**src/hw/rtl/vn_div.sv**
```systemverilog
// vn_div: one lane of the pipelined restoring divider, floor((num << UF) / den)
// no package dependency; num must not exceed den, so the quotient has UF+1 bits

module vn_div #(
    parameter int CB = 32,
    parameter int UF = 30
) (
    input  logic          i_clk,
    input  logic          i_en,
    input  logic [CB-1:0] i_num,
    input  logic [CB-1:0] i_den,
    output logic [UF:0]   o_quo
);

    logic [CB:0]   w_r [0:UF+1];
    logic [CB-1:0] w_d [0:UF+1];
    logic [UF:0]   w_q [0:UF+1];

    assign w_r[0] = {1'b0, i_num};
    assign w_d[0] = i_den;
    assign w_q[0] = '0;

    for (genvar k = 0; k <= UF; k++) begin : g_stage
        logic          n_ge;
        logic [CB:0]   n_diff;
        logic [CB:0]   r_r;
        logic [CB-1:0] r_d;
        logic [UF:0]   r_q;

        assign n_ge   = (w_r[k] >= {1'b0, w_d[k]});
        assign n_diff = w_r[k] - {1'b0, w_d[k]};

        always_ff @(posedge i_clk) begin
            if (i_en) begin
                // remainder stays below den, so one shifted bit is enough
                r_r <= n_ge ? {n_diff[CB-1:0], 1'b0} : {w_r[k][CB-1:0], 1'b0};
                r_d <= w_d[k];
                r_q <= {w_q[k][UF-1:0], n_ge};
            end
        end

        assign w_r[k+1] = r_r;
        assign w_d[k+1] = r_d;
        assign w_q[k+1] = r_q;
    end

    assign o_quo = w_q[UF+1];

endmodule

```
**config.mk**
```make
export PLATFORM = sky130hd
export DESIGN_NAME = vn_div
export DESIGN_NICKNAME = d
export VERILOG_FILES = /design/src/hw/rtl/vn_div.sv
export SDC_FILE = /design/constraint.sdc
export NUM_CORES = 2
export LEC_CHECK = 0
export BUFFER_PORTS_ARGS = -buffer_cell sky130_fd_sc_hd__buf_2
export CORE_UTILIZATION = 62
export DETAILED_ROUTE_END_ITERATION = 8
export PLACE_DENSITY = 0.78
export SETUP_SLACK_MARGIN = 0.5
export SYNTH_ARGS = -nofsm -noshare
export SYNTH_HDL_FRONTEND = slang
export SYNTH_SLANG_ARGS = --single-unit
```
**constraint.sdc**
```tcl
create_clock -name i_clk -period 12.19 [get_ports i_clk]
set_input_delay 2.438 -clock i_clk [delete_from_list [all_inputs] [get_ports i_clk]]
set_output_delay 2.438 -clock i_clk [all_outputs]
set_load 0.005 [all_outputs]
```
## Yosys cells after proc, flatten, opt, wreduce, memory -nomap -nowiden

Cells that the tools add are included.

- Bits in registers: 2446
- Bits of input ports: 66
- Output and inout bits: 31
- Logic and storage cells: 182

- Add/subtract/negate cells: 30
- $lt $le $gt $ge: 31
- Mux-type cells: 30

Operators by type and width:

| cell | number |
|---|---|
| >= comparator 33 x 32 -> 1 bit | 30 |
| two-way mux 33 bit | 30 |
| subtractor 32 bit | 30 |
| >= comparator 32 bit | 1 |

## Logic depth before layout (Yosys ltp)

- Depth after elaboration: 2
- Gate-level depth with buffers: 15
- Mapped depth without buffers: 13

## Worst setup path after synthesis

Ideal clock, no wire load.

- Path type: in2reg
- From: input port i_num[0]
- To: register g_stage[0].r_r[31], data pin
- Setup time: 260 ps
- Arrival time: 5342 ps
- Required time: 11930 ps
- Slack: 6589 ps
- Stages: 15
- Buffers on the path: 2
- Cells stage by stage: inv_1 ha_1 fa_1 nor2b_1 o211ai_1 a31oi_1 a21oi_1 a31o_2 a21oi_1 o21ai_1 a2111oi_0 a211o_1 clkbuf_1 buf_2 mux2_2

- Cells in the longest elaborated chain, start to end: 2
- Elaborated cells on any way between the ends: 3
- Those cells by class: add/sub (1); order compare (1); mux (1)

Ends and longest elaborated chain:

| item | line | RTL |
|---|---|---|
| from (decl) | 10 | `input logic [CB-1:0] i_num,` |
| >= comparator 32 bit | 30 | `assign n_ge = (w_r[k] >= {1'b0, w_d[k]});` |
| named net g_stage[0].n_ge | 24 | `logic n_ge;` |
| two-way mux 33 bit | 36 | `r_r <= n_ge ? {n_diff[CB-1:0], 1'b0} : {w_r[k][CB-1:0], 1'b0};` |
| to (signal assigned) | 36 |  |
| to (decl) | 26 | `logic [CB:0] r_r;` |

The timed path passes the listed nets, and every way through them passes these cells.
A chain may end at the register's enable or synchronous reset.

## Final worst setup path

- From: input port i_num[0]
- To: register g_stage[0].r_r[16], data pin

- Cells in the longest elaborated chain, start to end: 2
- Elaborated cells on any way between the ends: 3
- Those cells by class: add/sub (1); order compare (1); mux (1)

Ends and longest elaborated chain:

| item | line |
|---|---|
| subtractor 32 bit or >= comparator 32 bit (tied branches) | 31, 30 |
| two-way mux 33 bit * | 36 |

Mark *: on every way between the ends. The rest lies on a longest branch, timed or not.

==> flow_summary_export.csv <==
group,metric,value,unit
run_status,status,"finished clean",
route,ant_nets,0,
logic_synthesis,yosysMostFrequentCell,"edfxtp_1",
pwr,sequentialPowerShare,33.8,%
critical_path,cp.arrival,6.19,ns
critical_path,critPathLaunchType,"input pin",
floorplanning,fp.dieH,471,µm
route,vias,93132,
clocking,post_cts_buffers,0,
clocking,cts_root_buf,"clkbuf_16",
clocking,clk_latency,0.95,ns
logic_synthesis,synth_area_leader_cell,"edfxtp_1",
logic_synthesis,syn_area_per_cell,11.3,µm²
floorplanning,design.core.area,218000,µm²
logic_synthesis,yosys_warnings,0,
pwr,swShare,38.9,%
critical_path,rr_endpoint,"g_stage[4].r_r[32]$_DFFE_PP_",
logic_synthesis,synth-seq-cells,2416,
clocking,holdBufCountCts,0,
logic_synthesis,synth-edff-count,2416,
sta,fin_crit_sh,45.7,%
clocking,clk_path_buf_depth,4,
critical_path,r2r-start,"g_stage[3].r_r[1]$_SDFFCE_PN0P_",
logic_synthesis,synth_top_family_by_area,"compound AO/OA/AOI/OAI gates",
pwr,peakVddDrop,0.169,mV
sta,rsz0062_at_grt,"false",
logic_synthesis,ys_async_sr_fraction,0,%
min_path,worstHoldStart,"g_stage[15].r_q[12]$_DFFE_PP_",
job,drv_cap,0,
clocking,cts_buffers,281,
layout,instances_no_fill,15261,
pwr,powerDensity,278,nW/µm²
pwr,clockPowerShare,19.6,%
layout,fin_nets,13304,
clocking,cts_sinks,2416,
route,drcViolationCount,0,
route,vias_per_cell,6.10,
logic_synthesis,synth.distinct_cells,94,
grt,grt_antenna_before_repair,4,
route,firstDrtPassIters,6,
sta,fin_setup_tns,0,ns
route,dr.first_iter.drc_count,7988,
logic_synthesis,synth.area.top_cells,"edfxtp_1 (53%), ha_1 (9.1%), inv_1 (3.5%), a21oi_1 (3.4%), mux2_1 (3.2%)",
layout,drive_gt1_share,5.63,%
logic_synthesis,synth_xor_area_share,5.04,%
critical_path,critPathKind,"input pin to flip-flop",
critical_path,rr_worst_depth,11,
sta,finalHoldViolCount,0,
clocking,path_clk_slew,0.06,ns
clocking,cts_resized,0,
floorplanning,die_w,471,µm
sta,drv_slew,0,
grt,grt_pass1_wl,502000,µm
logic_synthesis,synth_compound_gate_area_share,14.9,%
place,finalWeightedCongestion,0.937,
place,io_buffers,96,
grt,grt_pass1_vias,90865,
floorplanning,io_pins,97,
sta,finClkSkew,0.0750,ns
sta,fmax,179,MHz
logic_synthesis,synth_nets,13192,
sta,relSlewSlack,18.9,%
sta,final-setup-viol-count,0,
route,wl_per_cell,21.2,µm
logic_synthesis,synthFlopType,"edfxtp_1",
critical_path,end_kind,"flip-flop",
logic_synthesis,synth_commonest_cells,"edfxtp_1 (2416), inv_1 (1278), ha_1 (991)",
logic_synthesis,synthAdderAreaFrac,9.52,%
logic_synthesis,synthCells,12105,
pwr,combPwrFrac,46.6,%
pwr,intPower,25300,µW
floorplanning,rows,171,
logic_synthesis,synth_mux_area_share,3.86,%
pwr,p_total,41300,µW
place,hpwl,244000,µm
floorplanning,design.die.area,222000,µm²
min_path,hold_depth,0,
route,wirelength,324000,µm
clocking,tritoncts,"done",
layout,syn2layout_area_growth,8.96,%
sta,tightest_slew,1.21,ns
min_path,hp-class,"flip-flop to flip-flop",
critical_path,required,12.81,ns
min_path,hold_path_end,"g_stage[16].r_q[13]$_DFFE_PP_",
critical_path,cp_max_fo,29,
sta,fin_crit,5.57,ns
pwr,leakage,0.0611,µW
grt,grt_max_degree,188,
floorplanning,start_util,62.6,%
pwr,p_sw,16100,µW
critical_path,r2r_slack,7.60,ns
grt,grt-ovfl-total,0,
logic_synthesis,ys_seq_area_share,53.1,%
grt,grtUsageTotal,28.6,%
logic_synthesis,netlist_area,137000,µm²
clocking,htree_num_levels,5,
logic_synthesis,yosysTopAreaCellShare,53.1,%
logic_synthesis,synth_simple_gate_area_share,9.08,%
place,dp_cells,14788,
==> worst max path at each step <==
| stage | start | end | slack, ns |
|---|---|---|---|
| 2_1_floorplan | i_num[0] | g_stage[0].r_r[31]$_DFFE_PP_ | 6.59 |
| 3_3_place_gp | i_num[0] | g_stage[0].r_r[9]$_DFFE_PP_ | 5.81 |
| 3_5_place_dp | i_num[0] | g_stage[0].r_r[16]$_DFFE_PP_ | 5.79 |
| 4_1_cts | i_num[0] | g_stage[0].r_r[21]$_DFFE_PP_ | 6.69 |
| 5_1_grt | i_num[0] | g_stage[0].r_r[21]$_DFFE_PP_ | 6.44 |
| 6_report | i_num[0] | g_stage[0].r_r[16]$_DFFE_PP_ | 6.62 |
==> stage by stage <==
step                hold WS, ns  cell area [µm²]  setup WS, ns  utilization [%]
finish                    0.399           149000          6.62             68.3
global route              0.404           149000          6.44             68.3
CTS                       0.395           149000          6.69             68.3
detailed placement        0.405           140000          5.79             64.2
global placement          0.400           140000          5.81             64.2
floorplan                 0.400           137000          6.59                -
==> power groups by stage <==
stage                     Combinational, µW  Clock (µW)  Sequential [µW]
after detailed placement              18900           0            14100
after global routing                  21200        8550            14100
after global placement                18500           0            14100
after CTS                             19100        8270            14000
final                                 19300        8120            14000
after floorplan                       14600           0            13200
==> worst max-delay path: stages <==
cell	delay [ns]
buf_2	0.08
inv_1	0.04
ha_1	0.21
fa_1	0.42
nor2b_1	0.18
o211ai_1	0.13
a31oi_1	0.30
a21oi_1	0.13
a31o_2	0.29
a21oi_1	0.16
o21ai_1	0.13
a2111oi_0	0.56
a211o_1	0.29
buf_4	0.43
mux2_1	0.38
==> logic make-up (layout without fill, tap and decap cells) <==
logic type / after synthesis / in the layout
buffers and inverters: 1609 / 1909
other: 0 / 2
adders and majority gates: 1021 / 1021
muxes: 472 / 472
and+or+nand+nor: 2607 / 2607
DFF: 2416 / 2416
AOI/OAI and AO/OA: 3194 / 3194
xor gates and xnor gates: 786 / 786
==> cell type report <==
cell class | instances | area (µm²)
fill | 15886 | 69200
inverter | 1292 | 4850
clock inverter | 137 | 1420
clock buffer | 334 | 7340
tap | 2854 | 3570
multi-input combinational | 8080 | 58100
timing repair buffer | 146 | 971
antenna | 2 | 5.00
sequential | 2416 | 72500
==> flip-flops by register name (all words and copies together) (netlist names) <==
register     flops
g_stage.r_r    960
g_stage.r_q    465
g_stage.r_d    960
o_quo           31
==> layout by cell type (no fill, tap or decap), types with 49 or more instances in the layout <==
cell type | synthesis | layout
a211oi_1 | 77 | 77
o21bai_1 | 140 | 140
nor2_1 | 652 | 652
o31ai_1 | 68 | 68
nor2b_1 | 157 | 157
buf_2 | 46 | 95
ha_1 | 991 | 991
nand2b_1 | 130 | 130
nand2_1 | 814 | 813
nand3_1 | 206 | 206
a31oi_1 | 107 | 104
and3_1 | 88 | 88
nor3_1 | 156 | 156
o21ai_1 | 300 | 297
xor2_1 | 294 | 294
inv_1 | 1278 | 1278
o21a_1 | 129 | 129
mux2_2 | 49 | 49
xnor2_1 | 492 | 492
mux2_1 | 393 | 393
a21oi_1 | 918 | 914
edfxtp_1 | 2416 | 2416
nand4_1 | 147 | 147
clkbuf_16 | 0 | 286
a21o_1 | 498 | 498
o21ai_0 | 468 | 468
==> per-layer routing <==
| layer | up-vias | share of wire (%) | GRT usage [%] |
|---|---|---|---|
| met5 | - | 0 | 0 |
| li1 | 44658 | - | - |
| met1 | 44923 | 41 | 36.8 |
| met2 | 2827 | 49 | 49.5 |
| met3 | 724 | 5.2 | 3.58 |
| met4 | 0 | 3.9 | 10.7 |
No activity file was read; power rests on OpenSTA's default activity.
